[src/hw/rtl/lbfs_pkg.sv]
`timescale 1ns / 1ps

package lbfs_pkg;

    // fixed widths of the text stream and the configuration port
    localparam int BYTE_W     = 8;
    localparam int POS_W      = 16;
    localparam int MASK_W     = 64;
    localparam int MASK_IDX_W = 6;
    localparam int CFG_IDX_W  = 3;
    localparam int CFG_DATA_W = 64;

    localparam logic [BYTE_W-1:0] LINE_END     = 8'd10;
    localparam logic [BYTE_W-1:0] DELIM_RESET  = 8'd9;
    localparam logic [POS_W-1:0]  POS_MAX      = 16'hFFFF;

    // register indexes
    localparam logic [CFG_IDX_W-1:0] REG_MODE_FIELDS = 3'd0;
    localparam logic [CFG_IDX_W-1:0] REG_USE_LIST    = 3'd1;
    localparam logic [CFG_IDX_W-1:0] REG_COMPLEMENT  = 3'd2;
    localparam logic [CFG_IDX_W-1:0] REG_RANGE_START = 3'd3;
    localparam logic [CFG_IDX_W-1:0] REG_RANGE_END   = 3'd4;
    localparam logic [CFG_IDX_W-1:0] REG_END_OPEN    = 3'd5;
    localparam logic [CFG_IDX_W-1:0] REG_DELIMITER   = 3'd6;
    localparam logic [CFG_IDX_W-1:0] REG_SELECT_MASK = 3'd7;

    // controller to datapath
    typedef struct packed {
        logic accept;
        logic read;
        logic send_flush;
        logic send_tail;
    } lbfs_cmd_t;

    // datapath to controller
    typedef struct packed {
        logic out_free;
        logic flush_req;
        logic tail_pend;
        logic rd_last;
    } lbfs_sts_t;

endpackage

[src/hw/rtl/line_byte_field_selector.sv]
`timescale 1ns / 1ps

// Cut-style selector for a text stream, one byte per word. A word is taken whenever the controller
// is idle and the output register is empty or being drained, and it yields at most one result
// word unless it releases the buffered first field of a line. That happens in field mode at
// the first delimiter of a line (when field 0 is selected) or at a line end on a line with no
// delimiter; such a word then holds the input until the N buffered bytes (N up to
// FIRST_FIELD_MAX) and any trailing delimiter or line end have been sent. Each replayed
// byte is read from the buffer memory through a registered port and then moved to the
// output register. The last output marks the final result word caused by an input word.
// Configuration is to be written through a plain write port, only while the block is idle;
// the user must keep to this, as the block itself does not enforce it.

module line_byte_field_selector import lbfs_pkg::*;
#(
    parameter int FIRST_FIELD_MAX = 63,
    parameter int MASK_POSITIONS  = 64
)
(
    input  logic                  clk,
    input  logic                  rst_n,
    input  logic                  cfg_we,
    input  logic [CFG_IDX_W-1:0]  cfg_index,
    input  logic [CFG_DATA_W-1:0] cfg_data,
    input  logic                  in_valid,
    output logic                  in_ready,
    input  logic [BYTE_W-1:0]     in_byte,
    output logic                  out_valid,
    input  logic                  out_ready,
    output logic [BYTE_W-1:0]     out_byte,
    output logic                  last
);

    lbfs_cmd_t cmd;
    lbfs_sts_t sts;

    // controller
    lbfs_ctrl u_ctrl
    (
        .clk      (clk),
        .rst_n    (rst_n),
        .in_valid (in_valid),
        .in_ready (in_ready),
        .sts      (sts),
        .cmd      (cmd)
    );

    // datapath
    lbfs_dp #(
        .FIRST_FIELD_MAX (FIRST_FIELD_MAX),
        .MASK_POSITIONS  (MASK_POSITIONS)
    ) u_dp
    (
        .clk       (clk),
        .rst_n     (rst_n),
        .cfg_we    (cfg_we),
        .cfg_index (cfg_index),
        .cfg_data  (cfg_data),
        .in_byte   (in_byte),
        .out_ready (out_ready),
        .out_valid (out_valid),
        .out_byte  (out_byte),
        .last      (last),
        .cmd       (cmd),
        .sts       (sts)
    );

    // at most one datapath command per cycle
    assert property (@(posedge clk) disable iff (!rst_n)
        $onehot0({cmd.accept, cmd.read, cmd.send_flush, cmd.send_tail}))
        else $error("more than one datapath command");

    // output register is never overwritten while a word waits
    assert property (@(posedge clk) disable iff (!rst_n)
        (cmd.send_flush || cmd.send_tail) |-> sts.out_free)
        else $error("output overwritten");

    // a word that releases the first field blocks the input next cycle
    assert property (@(posedge clk) disable iff (!rst_n)
        (in_valid && in_ready && sts.flush_req) |=> !in_ready)
        else $error("input taken during first field replay");

    // a plain line end is registered as the final output word
    assert property (@(posedge clk) disable iff (!rst_n)
        (in_valid && in_ready && (in_byte == LINE_END) && !sts.flush_req)
        |=> (out_valid && (out_byte == LINE_END) && last))
        else $error("line end not passed on");

endmodule

[src/hw/rtl/lbfs_ctrl.sv]
`timescale 1ns / 1ps

module lbfs_ctrl import lbfs_pkg::*;
(
    input  logic      clk,
    input  logic      rst_n,
    input  logic      in_valid,
    output logic      in_ready,
    input  lbfs_sts_t sts,
    output lbfs_cmd_t cmd
);

    localparam logic [1:0] S_IDLE = 2'd0;
    localparam logic [1:0] S_READ = 2'd1;
    localparam logic [1:0] S_SEND = 2'd2;
    localparam logic [1:0] S_TAIL = 2'd3;

    logic [1:0] state_reg;
    logic [1:0] state_next;

    // sequencing of accept, first field replay and trailing word
    always_comb
    begin
        state_next = state_reg;
        cmd        = '0;
        in_ready   = (state_reg == S_IDLE) && sts.out_free;
        unique case (state_reg)
            S_IDLE:
            begin
                if (in_valid && in_ready)
                begin
                    cmd.accept = 1'b1;
                    if (sts.flush_req)
                        state_next = S_READ;
                end
            end
            S_READ:
            begin
                cmd.read   = 1'b1;
                state_next = S_SEND;
            end
            S_SEND:
            begin
                if (sts.out_free)
                begin
                    cmd.send_flush = 1'b1;
                    if (!sts.rd_last)
                        state_next = S_READ;
                    else if (sts.tail_pend)
                        state_next = S_TAIL;
                    else
                        state_next = S_IDLE;
                end
            end
            S_TAIL:
            begin
                if (sts.out_free)
                begin
                    cmd.send_tail = 1'b1;
                    state_next    = S_IDLE;
                end
            end
            default:
            begin
                state_next = S_IDLE;
            end
        endcase
    end

    // state register
    always_ff @(posedge clk or negedge rst_n)
    begin
        if (!rst_n)
            state_reg <= S_IDLE;
        else
            state_reg <= state_next;
    end

endmodule

[src/hw/rtl/lbfs_dp.sv]
`timescale 1ns / 1ps

module lbfs_dp import lbfs_pkg::*;
#(
    parameter int FIRST_FIELD_MAX = 63,
    parameter int MASK_POSITIONS  = 64
)
(
    input  logic                  clk,
    input  logic                  rst_n,
    input  logic                  cfg_we,
    input  logic [CFG_IDX_W-1:0]  cfg_index,
    input  logic [CFG_DATA_W-1:0] cfg_data,
    input  logic [BYTE_W-1:0]     in_byte,
    input  logic                  out_ready,
    output logic                  out_valid,
    output logic [BYTE_W-1:0]     out_byte,
    output logic                  last,
    input  lbfs_cmd_t             cmd,
    output lbfs_sts_t             sts
);

    localparam int LEN_W  = $clog2(FIRST_FIELD_MAX + 1);
    localparam int ADDR_W = (FIRST_FIELD_MAX > 1) ? $clog2(FIRST_FIELD_MAX) : 1;

    // configuration registers
    logic              mode_reg;
    logic              use_list_reg;
    logic              complement_reg;
    logic [POS_W-1:0]  start_reg;
    logic [POS_W-1:0]  end_reg;
    logic              end_open_reg;
    logic [BYTE_W-1:0] delim_reg;
    logic [MASK_W-1:0] mask_reg;

    // line state
    logic [POS_W-1:0]  pos_reg, pos_next;
    logic              dseen_reg, dseen_next;
    logic              emitted_reg, emitted_next;
    logic [LEN_W-1:0]  len_reg, len_next;

    // per word replay state
    logic [LEN_W-1:0]  flush_len_reg, flush_len_next;
    logic [LEN_W-1:0]  rd_idx_reg, rd_idx_next;
    logic              tail_pend_reg, tail_pend_next;
    logic [BYTE_W-1:0] tail_byte_reg;
    logic [BYTE_W-1:0] rd_data_reg;

    // output register
    logic              out_valid_reg, out_valid_next;
    logic [BYTE_W-1:0] out_byte_reg, out_byte_next;
    logic              last_reg, last_next;

    logic [BYTE_W-1:0] ff_mem [FIRST_FIELD_MAX];

    logic [POS_W-1:0]  pos_inc;
    logic              sel_pos, sel_zero, sel_inc;
    logic              flush_hit, tail_hit, emitted_mid, buf_we;
    logic [BYTE_W-1:0] tail_sel;
    logic [POS_W-1:0]  pos_acc;
    logic              dseen_acc, emitted_acc;
    logic [LEN_W-1:0]  len_acc;
    logic              direct_emit;

    function automatic logic sel_fn(input logic [POS_W-1:0] idx);
        logic hit;
        if (use_list_reg)
            hit = (idx < POS_W'(MASK_POSITIONS)) && mask_reg[idx[MASK_IDX_W-1:0]];
        else
            hit = (idx >= start_reg) && (end_open_reg || (idx <= end_reg));
        return complement_reg ? !hit : hit;
    endfunction

    // decision for the word at the input
    always_comb
    begin
        pos_inc     = (pos_reg == POS_MAX) ? pos_reg : pos_reg + 1'b1;
        sel_pos     = sel_fn(pos_reg);
        sel_zero    = sel_fn('0);
        sel_inc     = sel_fn(pos_inc);
        flush_hit   = 1'b0;
        tail_hit    = 1'b0;
        emitted_mid = emitted_reg;
        buf_we      = 1'b0;
        tail_sel    = in_byte;
        pos_acc     = pos_reg;
        dseen_acc   = dseen_reg;
        emitted_acc = emitted_reg;
        len_acc     = len_reg;
        priority if (in_byte == LINE_END)
        begin
            flush_hit   = mode_reg && !dseen_reg;
            tail_hit    = 1'b1;
            tail_sel    = LINE_END;
            pos_acc     = '0;
            dseen_acc   = 1'b0;
            emitted_acc = 1'b0;
            len_acc     = '0;
        end
        else if (!mode_reg)
        begin
            tail_hit = sel_pos;
            pos_acc  = pos_inc;
        end
        else if (in_byte == delim_reg)
        begin
            flush_hit   = !dseen_reg && sel_zero;
            emitted_mid = emitted_reg || flush_hit;
            dseen_acc   = 1'b1;
            len_acc     = '0;
            pos_acc     = pos_inc;
            tail_hit    = sel_inc && emitted_mid;
            emitted_acc = emitted_mid || sel_inc;
            tail_sel    = delim_reg;
        end
        else if (!dseen_reg)
        begin
            if (len_reg < LEN_W'(FIRST_FIELD_MAX))
            begin
                buf_we  = 1'b1;
                len_acc = len_reg + 1'b1;
            end
        end
        else
        begin
            tail_hit = sel_pos;
        end
    end

    assign sts.out_free  = !out_valid_reg || out_ready;
    assign sts.flush_req = flush_hit && (len_reg != '0);
    assign sts.tail_pend = tail_pend_reg;
    assign sts.rd_last   = (rd_idx_reg == (flush_len_reg - 1'b1));

    assign direct_emit = cmd.accept && !sts.flush_req && tail_hit;

    // next values of line, replay and output state
    always_comb
    begin
        pos_next       = pos_reg;
        dseen_next     = dseen_reg;
        emitted_next   = emitted_reg;
        len_next       = len_reg;
        flush_len_next = flush_len_reg;
        rd_idx_next    = rd_idx_reg;
        tail_pend_next = tail_pend_reg;
        out_valid_next = out_valid_reg;
        out_byte_next  = out_byte_reg;
        last_next      = last_reg;
        if (cmd.accept)
        begin
            pos_next       = pos_acc;
            dseen_next     = dseen_acc;
            emitted_next   = emitted_acc;
            len_next       = len_acc;
            flush_len_next = len_reg;
            rd_idx_next    = '0;
            tail_pend_next = tail_hit;
        end
        else if (cmd.send_flush)
        begin
            rd_idx_next = rd_idx_reg + 1'b1;
        end
        priority if (direct_emit)
        begin
            out_valid_next = 1'b1;
            out_byte_next  = tail_sel;
            last_next      = 1'b1;
        end
        else if (cmd.send_flush)
        begin
            out_valid_next = 1'b1;
            out_byte_next  = rd_data_reg;
            last_next      = sts.rd_last && !tail_pend_reg;
        end
        else if (cmd.send_tail)
        begin
            out_valid_next = 1'b1;
            out_byte_next  = tail_byte_reg;
            last_next      = 1'b1;
        end
        else if (out_ready)
        begin
            out_valid_next = 1'b0;
        end
    end

    // configuration writes
    always_ff @(posedge clk or negedge rst_n)
    begin
        if (!rst_n)
        begin
            mode_reg       <= 1'b0;
            use_list_reg   <= 1'b0;
            complement_reg <= 1'b0;
            start_reg      <= '0;
            end_reg        <= '0;
            end_open_reg   <= 1'b1;
            delim_reg      <= DELIM_RESET;
            mask_reg       <= '0;
        end
        else if (cfg_we)
        begin
            unique case (cfg_index)
                REG_MODE_FIELDS: mode_reg       <= cfg_data[0];
                REG_USE_LIST:    use_list_reg   <= cfg_data[0];
                REG_COMPLEMENT:  complement_reg <= cfg_data[0];
                REG_RANGE_START: start_reg      <= cfg_data[POS_W-1:0];
                REG_RANGE_END:   end_reg        <= cfg_data[POS_W-1:0];
                REG_END_OPEN:    end_open_reg   <= cfg_data[0];
                REG_DELIMITER:   delim_reg      <= cfg_data[BYTE_W-1:0];
                REG_SELECT_MASK: mask_reg       <= cfg_data[MASK_W-1:0];
                default:         mask_reg       <= mask_reg;
            endcase
        end
    end

    // control state
    always_ff @(posedge clk or negedge rst_n)
    begin
        if (!rst_n)
        begin
            pos_reg       <= '0;
            dseen_reg     <= 1'b0;
            emitted_reg   <= 1'b0;
            len_reg       <= '0;
            flush_len_reg <= '0;
            rd_idx_reg    <= '0;
            tail_pend_reg <= 1'b0;
            out_valid_reg <= 1'b0;
            last_reg      <= 1'b0;
        end
        else
        begin
            pos_reg       <= pos_next;
            dseen_reg     <= dseen_next;
            emitted_reg   <= emitted_next;
            len_reg       <= len_next;
            flush_len_reg <= flush_len_next;
            rd_idx_reg    <= rd_idx_next;
            tail_pend_reg <= tail_pend_next;
            out_valid_reg <= out_valid_next;
            last_reg      <= last_next;
        end
    end

    // payload registers
    always_ff @(posedge clk)
    begin
        out_byte_reg <= out_byte_next;
        if (cmd.accept)
            tail_byte_reg <= tail_sel;
    end

    // first field buffer, one write and one registered read port
    always_ff @(posedge clk)
    begin
        if (cmd.accept && buf_we)
            ff_mem[len_reg[ADDR_W-1:0]] <= in_byte;
        if (cmd.read)
            rd_data_reg <= ff_mem[rd_idx_reg[ADDR_W-1:0]];
    end

    assign out_valid = out_valid_reg;
    assign out_byte  = out_byte_reg;
    assign last      = last_reg;

endmodule
[config.mk]
export PLATFORM = sky130hd
export DESIGN_NAME = line_byte_field_selector
export DESIGN_NICKNAME = d
export VERILOG_FILES = /design/src/hw/rtl/lbfs_pkg.sv /design/src/hw/rtl/line_byte_field_selector.sv /design/src/hw/rtl/lbfs_ctrl.sv /design/src/hw/rtl/lbfs_dp.sv
export SDC_FILE = /design/constraint.sdc
export NUM_CORES = 1
export LEC_CHECK = 0
export BUFFER_PORTS_ARGS = -buffer_cell sky130_fd_sc_hd__buf_2
export CORE_MARGIN = 1.5
export CORE_UTILIZATION = 62
export DETAILED_ROUTE_END_ITERATION = 16
export HOLD_SLACK_MARGIN = 0.15
export PLACE_DENSITY = 0.79
export SLEW_MARGIN = 20
export SYNTH_ARGS = -nofsm -noshare
export SYNTH_HDL_FRONTEND = slang
export SYNTH_SLANG_ARGS = --single-unit
[constraint.sdc]
create_clock -name clk -period 6 [get_ports clk]
set_input_delay 0.6 -clock clk [delete_from_list [all_inputs] [get_ports clk]]
set_output_delay 0.6 -clock clk [all_outputs]
set_load 0.01 [all_outputs]
==> results of run 1 <==
==> stage by stage <==
stage	instances	util [%]	hold WS, ns
2_1_floorplan	1777	-	0.304
3_5_place_dp	2413	65.1	0.436
3_3_place_gp	2413	65.1	0.433
4_1_cts	2539	69.7	0.203
5_1_grt	2539	69.7	0.218
6_report	2539	69.7	0.220
==> path summary, 6_finish.rpt <==
| path | startpoint | to | slack (ns) | cells after the start |
|---|---|---|---|---|
| max | u_dp.pos_reg[3]$_DFFE_PN0P_ | u_dp.out_byte[3]$_DFFE_PP_ | 0.67 | 16 |
| max in group asynchronous | rst_n | u_dp.pos_reg[0]$_DFFE_PN0P_ | 4.42 | 3 |
| max reg2reg | u_dp.pos_reg[3]$_DFFE_PN0P_ | u_dp.out_byte[3]$_DFFE_PP_ | 0.67 | 16 |
| min in group asynchronous | rst_n | u_dp.pos_reg[9]$_DFFE_PN0P_ | 0.39 | 2 |
| min reg2reg | u_dp.tail_pend_reg$_DFFE_PN0P_ | u_dp.tail_pend_reg$_DFFE_PN0P_ | 0.50 | 2 |
| min | cfg_data[55] | u_dp.mask_reg[55]$_DFFE_PN0P_ | 0.22 | 2 |
==> Yosys cell counts, types with 5 or more instances <==
library cell	count	area, sq um
mux2_4	8	120
nand2_1	111	417
nor4_1	13	81.3
ha_1	67	838
dfrtp_1	146	3650
mux2i_1	24	240
and3_1	6	37.5
buf_1	14	52.6
o21ai_0	61	305
nor2b_1	9	56.3
nor2_1	110	413
nand2b_1	9	56.3
mux2_2	108	1220
inv_1	52	195
xnor2_1	14	123
a211oi_1	8	60.1
nand4_1	19	119
nor3_1	13	65.1
a221oi_1	5	43.8
a21o_1	14	105
xor2_1	19	166
nand3_1	12	60.1
a31oi_1	9	56.3
clkbuf_1	69	259
o221ai_1	7	61.3
buf_2	6	30.0
and4_1	6	52.6
nor3b_1	5	37.5
a21oi_1	37	185
mux4_2	183	4120
edfxtp_1	528	15900
==> routing by layer <==
metal / GRT usage, % / vias up / share of wire (%)
met1: 41.5 / 8758 / 39
met2: 50.2 / 892 / 50
li1: - / 7215 / -
met4: 11.2 / 2 / 4.0
met5: 0 / - / 0.018
met3: 5.29 / 173 / 7.6
==> final cells by class <==
cell class | instances | share of cell area, %
sequential | 677 | 59.0
multi-input combinational | 953 | 29.4
clock buffer | 89 | 5.55
tap | 615 | 2.32
timing repair buffer | 115 | 2.02
clock inverter | 36 | 1.05
inverter | 54 | 0.611
==> report_power, final <==
part | switching [mW] | leakage [nW] | internal [mW]
Clock | 1.81 | 1.05 | 2.37
Combinational | 1.34 | 3.95 | 1.10
Sequential | 0.301 | 6.59 | 5.37
Total | 3.45 | 11.6 | 8.84
==> cell families after synthesis <==
group | Yosys count | share of synthesized area [%]
fa+ha+maj | 68 | 2.83
simple gates | 343 | 5.60
mux | 323 | 19.0
flops | 677 | 65.5
buf+inv | 147 | 1.93
compound gates | 185 | 4.13
xor+xnor | 34 | 1.02
==> critical path, stage by stage, from the launching register on <==
cell and delay [ns]:
dfrtp_1 0.84, nand4_4 0.24, nor4_4 0.57, xnor2_2 0.32
inv_1 0.15, ha_1 0.30, inv_1 0.05, a21boi_0 0.07
o21ai_0 0.16, a21o_1 0.15, a31oi_1 0.10, maj3_1 0.37
o211ai_1 0.28, a21boi_1 0.14, o41ai_2 0.40, nand2_1 0.42
nand2_1 0.44
==> summary.md, run 1 <==
| Metric | Value |
|---|---|
| Worst setup margin | `0.672 ns` |
| Io pins | `91` |
| Fin. Hold Viols | `0` |
| Share of cells above drive strength 1 | `27.8%` |
| Syn Area/Cell | `16.8 sq um` |
| Area Growth Syn to Fin | `10.9%` |
| FMAX | `188 MHz` |
| Number of global-route vias before repair | `17239` |
| Worst Path Max Fanout | `20` |
| Worst-Skew Late Latency | `0.61 ns` |
| Post-synth ARST share | `22.0%` |
| GRT Overall Usage | `30.5%` |
| Die extent in x | `223 microns` |
| Antenna-violating nets left | `0` |
| DIE AREA | `0.0496 sq mm` |
| CTS resizes | `0` |
| Grt total ovfl | `0` |
| Final instance area | `0.0332 sq mm` |
| Startpoint type of the worst setup path | `flip-flop` |
| Worst Path Required | `6.27 ns` |
| TritonCTS Buffers | `69` |
| Routed WL per cell | `28.8 microns` |
| Worst rel slew slack | `27.2%` |
| Routed via count | `17040` |
| Clock Tree Root | `clkbuf_16` |
| TritonRoute pass-1 iters | `6` |
| Drt drc | `0` |
| Clk pin slew, worst setup/hold paths | `0.06 ns` |
| # diodes | `0` |
| Hold buffer count at cts | `1` |
| Synth warnings | `0` |
| Area after DPL | `0.0310 sq mm` |
| Final-report setup violation count | `0` |
| Vias per std cell | `6.71` |
| Slew Viols, Final | `0` |
| Setup Fix Bufs, Post-CTS | `0` |
| Worst path arrival time | `5.60 ns` |
| Max Cap Violations | `0` |
| Filler cells | `2969` |
| Synthesized area | `0.0299 sq mm` |
| Max FFs per register | `504` |
| Core Area | `0.0476 sq mm` |
| Pre-CTS WS | `0.730 ns` |
| Syn_nets | `1924` |
| Number of port buffers | `90` |
| RSZ-0062 raised after global routing | `false` |
| Initial drt markers | `2129` |
| Setup_tns | `0 ns` |
| GP Congestion | `0.912` |
| FF+latch count, synth | `677` |
| Core Rows | `80` |
| Cells after synthesis | `1777` |
| H-tree levels | `3` |
| Starting density of the core | `62.8%` |
| Reg area | `0.0196 sq mm` |
| Worst slew pin tran | `1.09 ns` |
| Die Y | `223 microns` |
| Post-synth top flop | `edfxtp_1` |
| Maximum vdd drop | `0.270 mV` |
| EDFF count, synth | `528` |
| Register area share after synthesis | `65.5%` |
| Initial antenna violation count | `1` |
| Fin nets | `2017` |
| Status | `complete, no violations` |
| Clock Skew | `0.0211 ns` |
| Synth unique cells | `80` |
| CTS tree | `done` |
| DRT Wirelength | `73.1 mm` |
| Worst hold-check path type | `input port to flip-flop` |
| Min Tclk post-route | `5.33 ns` |
| Clk sink count | `677` |
| Leakage | `11.6 nW` |
| Pwr Total | `12.3 mW` |
| Largest net degree at the start of global routing | `74` |
| Multi-input gate area | `0.00977 sq mm` |
| Crit. End Element | `flip-flop` |
| Most common cell after layout, fill and taps aside | `edfxtp_1` |
| Critical path class | `flip-flop to flip-flop` |
| Power Density | `370 mW/mm^2` |
| Global-route wire length before repair | `111 mm` |
| Detail Placement HPWL | `46.2 mm` |
| Final Cycle Share | `88.8%` |
| CTS max path bufs | `3` |
| Most frequent cells in the layout | `528 x edfxtp_1, 183 x mux4_2, 142 x dfrtp_1, 111 x nand2_1, 110 x nor2_1` |
No activity file was read; power rests on OpenSTA's default activity.
==> run 2, diff against run 1 <==
--- a/config.mk
+++ b/config.mk
@@ -10,7 +10,7 @@
 export CORE_UTILIZATION = 62
 export DETAILED_ROUTE_END_ITERATION = 16
 export HOLD_SLACK_MARGIN = 0.15
-export PLACE_DENSITY = 0.79
+export PLACE_DENSITY_LB_ADDON = 0.1
 export SLEW_MARGIN = 20
 export SYNTH_ARGS = -nofsm -noshare
 export SYNTH_HDL_FRONTEND = slang
==> constraint.sdc (replaced) <==
create_clock -name clk -period 6 [get_ports clk]
set_input_delay 1.8 -clock clk [delete_from_list [all_inputs] [get_ports clk]]
set_output_delay 1.8 -clock clk [all_outputs]
set_load 0.01 [all_outputs]
==> summary.md, run 2 (synthesized netlist as in run 1, its figures left out) <==
| Metric | Value |
|---|---|
| Clock Power Share | `33.9% (about the same)` |
| Worst-Skew Late Latency | `0.61 ns (about the same)` |
| GRT Overall Usage | `30.3% (-0.23 points)` |
| # diodes | `0 (unchanged)` |
| Number of cells on the worst reg-to-reg path | `17 (+1)` |
| Status | `complete, no violations` |
| Core Rows | `80 (unchanged)` |
| Final Cycle Share | `91.2% (+2.4 points)` |
| CTS max path bufs | `3 (unchanged)` |
| Routing usage on met2 | `51.6% (+1.5 points)` |
| Die extent in x | `223 microns (unchanged)` |
| Largest net degree at the start of global routing | `137 (+85%)` |
| Logic gate share of total power | `20.3% (+0.4 points)` |
| DIE AREA | `0.0496 sq mm (unchanged)` |
| Power Density | `370 mW/mm^2 (about the same)` |
| Area Growth Syn to Fin | `11.4%` |
| Worst hold-check path type | `flip-flop to flip-flop` |
| TritonRoute pass-1 iters | `6 (unchanged)` |
| Hold Crit Depth | `2 (unchanged)` |
| Maximum vdd drop | `0.308 mV (+14%)` |
| Fin. Hold Viols | `0 (unchanged)` |
| Reg2Reg Launch Point | `u_dp.pos_reg[5]$_DFFE_PN0P_` |
| Most common cell after layout, fill and taps aside | `edfxtp_1` |
| Routed via count | `16693 (-2.0%)` |
| Seq pwr share | `45.9% (-0.2 points)` |
| Global-route wire length before repair | `109 mm (-1.5%)` |
| RSZ-0062 raised after global routing | `false` |
| Fin nets | `2031 (+0.69%)` |
| Int Pwr | `8.89 mW (+0.56%)` |
| Number of port buffers | `90 (unchanged)` |
| Clock Tree Root | `clkbuf_16` |
| Register-to-Register Setup Slack | `0.53 ns (-0.15 ns)` |
| Max FFs per register | `504 (unchanged)` |
| Switch share | `27.9% (-0.13 points)` |
| Detail Placement HPWL | `48.2 mm (+4.4%)` |
| Slew Viols, Final | `0 (unchanged)` |
| Worst path arrival time | `5.83 ns (+0.23 ns)` |
| Drt drc | `0 (unchanged)` |
| Worst Path Max Fanout | `14 (-30%)` |
| Initial antenna violation count | `0 (-1)` |
| Setup Fix Bufs, Post-CTS | `0 (unchanged)` |
| Clk pin slew, worst setup/hold paths | `0.06 ns (about the same)` |
| Hold buffer count at cts | `0 (-1)` |
| Hold endpoint | `u_dp.tail_pend_reg$_DFFE_PN0P_` |
| DRT Wirelength | `72.8 mm (-0.49%)` |
| Crit. End Element | `flip-flop` |
| Hold path startpoint | `u_dp.tail_pend_reg$_DFFE_PN0P_` |
| Io pins | `91 (unchanged)` |
| Final-report setup violation count | `0 (unchanged)` |
| Number of global-route vias before repair | `17055 (-1.1%)` |
| GP Congestion | `0.960 (+5.2%)` |
| Share of cells above drive strength 1 | `28.5% (+0.76 points)` |
| Starting density of the core | `62.8% (unchanged)` |
| Met3 Use GR | `4.97% (-0.32 points)` |
| Startpoint type of the worst setup path | `flip-flop` |
| Clock Skew | `0.0174 ns (-0.00372 ns)` |
| Critical path class | `flip-flop to flip-flop` |
| Routed WL per cell | `28.5 microns (-0.96%)` |
| Grt total ovfl | `0 (unchanged)` |
| Max Cap Violations | `0 (unchanged)` |
| Worst slew pin tran | `0.940 ns (-0.147 ns)` |
| Hold Slack | `0.503 ns (+0.283 ns)` |
| Most used routing layer | `met2` |
| Global Route met1 Usage | `38.9% (-2.6 points)` |
| Worst R2R End | `u_dp.out_byte[0]$_DFFE_PP_` |
| TritonCTS Buffers | `69 (unchanged)` |
| Psw | `3.45 mW (about the same)` |
| Most frequent cells in the layout | `528 x edfxtp_1, 183 x mux4_2, 142 x dfrtp_1, 110 x nand2_1, 110 x nor2_1` |
| Min Tclk post-route | `5.47 ns (+0.146 ns)` |
| Vias per std cell | `6.54 (-2.5%)` |
| Initial drt markers | `1460 (-31%)` |
| Setup_tns | `0 ns (unchanged)` |
| H-tree levels | `3 (unchanged)` |
| Leakage | `11.7 nW (+0.85%)` |
| Die Y | `223 microns (unchanged)` |
| Worst Path Required | `6.35 ns (+0.08 ns)` |
| Worst rel slew slack | `37.1% (+9.9 points)` |
| CTS tree | `done` |
| Core Area | `0.0476 sq mm (unchanged)` |
| Clk sink count | `677 (unchanged)` |
| FMAX | `183 MHz (-2.7%)` |
| Antenna-violating nets left | `0 (unchanged)` |
## run 2: cell count changes in the layout (fill, tap and decap cells not counted)
cell / before / now
clkbuf_8: 0 / 1
bufinv_16: 4 / 5
clkinv_1: 17 / 12
clkinv_8: 0 / 1
clkinv_2: 7 / 12
nand2_2: 0 / 1
clkbuf_1: 18 / 19
clkbuf_16: 71 / 70
buf_4: 22 / 36
dlygate4sd3_1: 1 / 0
clkinvlp_4: 4 / 0
nand2_1: 111 / 110
inv_6: 2 / 1
buf_12: 2 / 3
## run 2: worst max-delay path, stage by stage, from the launching register on
cell	delay [ns]
dfrtp_1	0.65
nand4_4	0.25
nor3b_1	0.48
nand4_1	0.22
or2_2	0.33
xnor2_1	0.44
ha_1	0.34
and3_1	0.17
nand3_1	0.10
a21oi_1	0.05
o21ai_0	0.09
nand2_1	0.07
o21ai_0	0.34
o211ai_1	0.19
and3b_1	0.24
o41ai_2	0.35
nand2_1	0.47
mux2_4	0.44
## run 2: timing repair
action                     4_1_cts  5_1_grt
hold endpoints to repair         0        0
resized for setup                0        1
setup endpoints to repair        0        8
## run 2: layout make-up
class                           instances  area, sq um
Clock buffer                           90         1840
Clock inverter                         33          362
Fill cell                            3128        14300
Inverter                               54          203
Multi-Input combinational cell        953         9770
Sequential cell                       677        19600
Tap cell                              615          769
Timing Repair Buffer                  129          787
## run 2: power groups by stage
stage / clock network [mW] / registers, mW / logic (mW)
after floorplan: 0 / 5.61 / 1.77
after global placement: 0 / 5.73 / 2.46
after global routing: 4.41 / 5.69 / 2.72
final: 4.18 / 5.65 / 2.50
after detailed placement: 0 / 5.74 / 2.50
after CTS: 4.25 / 5.65 / 2.51
## run 2: through the flow
stage	power [mW]	instance area, sq um	setup WS [ns]	std cells	utilization, %
floorplan	7.39	29900	1.75	1777	-
global placement	8.19	31100	0.573	2428	65.3
detailed placement	8.24	31100	0.438	2428	65.3
CTS	12.4	33300	0.379	2551	69.9
global route	12.8	33300	0.0570	2551	69.9
finish	12.3	33300	0.526	2551	69.9
## run 2: routing by layer
layer	vias to the layer above	part of all wire (%)
met5	-	0
met4	0	4.4
met3	143	6.0
met2	668	51
met1	8646	38
li1	7236	-
## run 2: how the worst max path moves through the flow
stage | startpoint | to | slack, ns | cells after the start
finish | u_dp.pos_reg[5]$_DFFE_PN0P_ | u_dp.out_byte[0]$_DFFE_PP_ | 0.53 | 17
detailed placement | u_dp.pos_reg[5]$_DFFE_PN0P_ | u_dp.out_byte[1]$_DFFE_PP_ | 0.44 | 17
floorplan | out_ready | u_dp.ff_mem[30][0]$_DFFE_PP_ | 1.75 | 8
global route | u_dp.pos_reg[5]$_DFFE_PN0P_ | u_dp.out_byte[0]$_DFFE_PP_ | 0.06 | 17
CTS | u_dp.pos_reg[5]$_DFFE_PN0P_ | u_dp.out_byte[0]$_DFFE_PP_ | 0.38 | 17
global placement | u_dp.pos_reg[5]$_DFFE_PN0P_ | u_dp.out_byte[1]$_DFFE_PP_ | 0.57 | 16
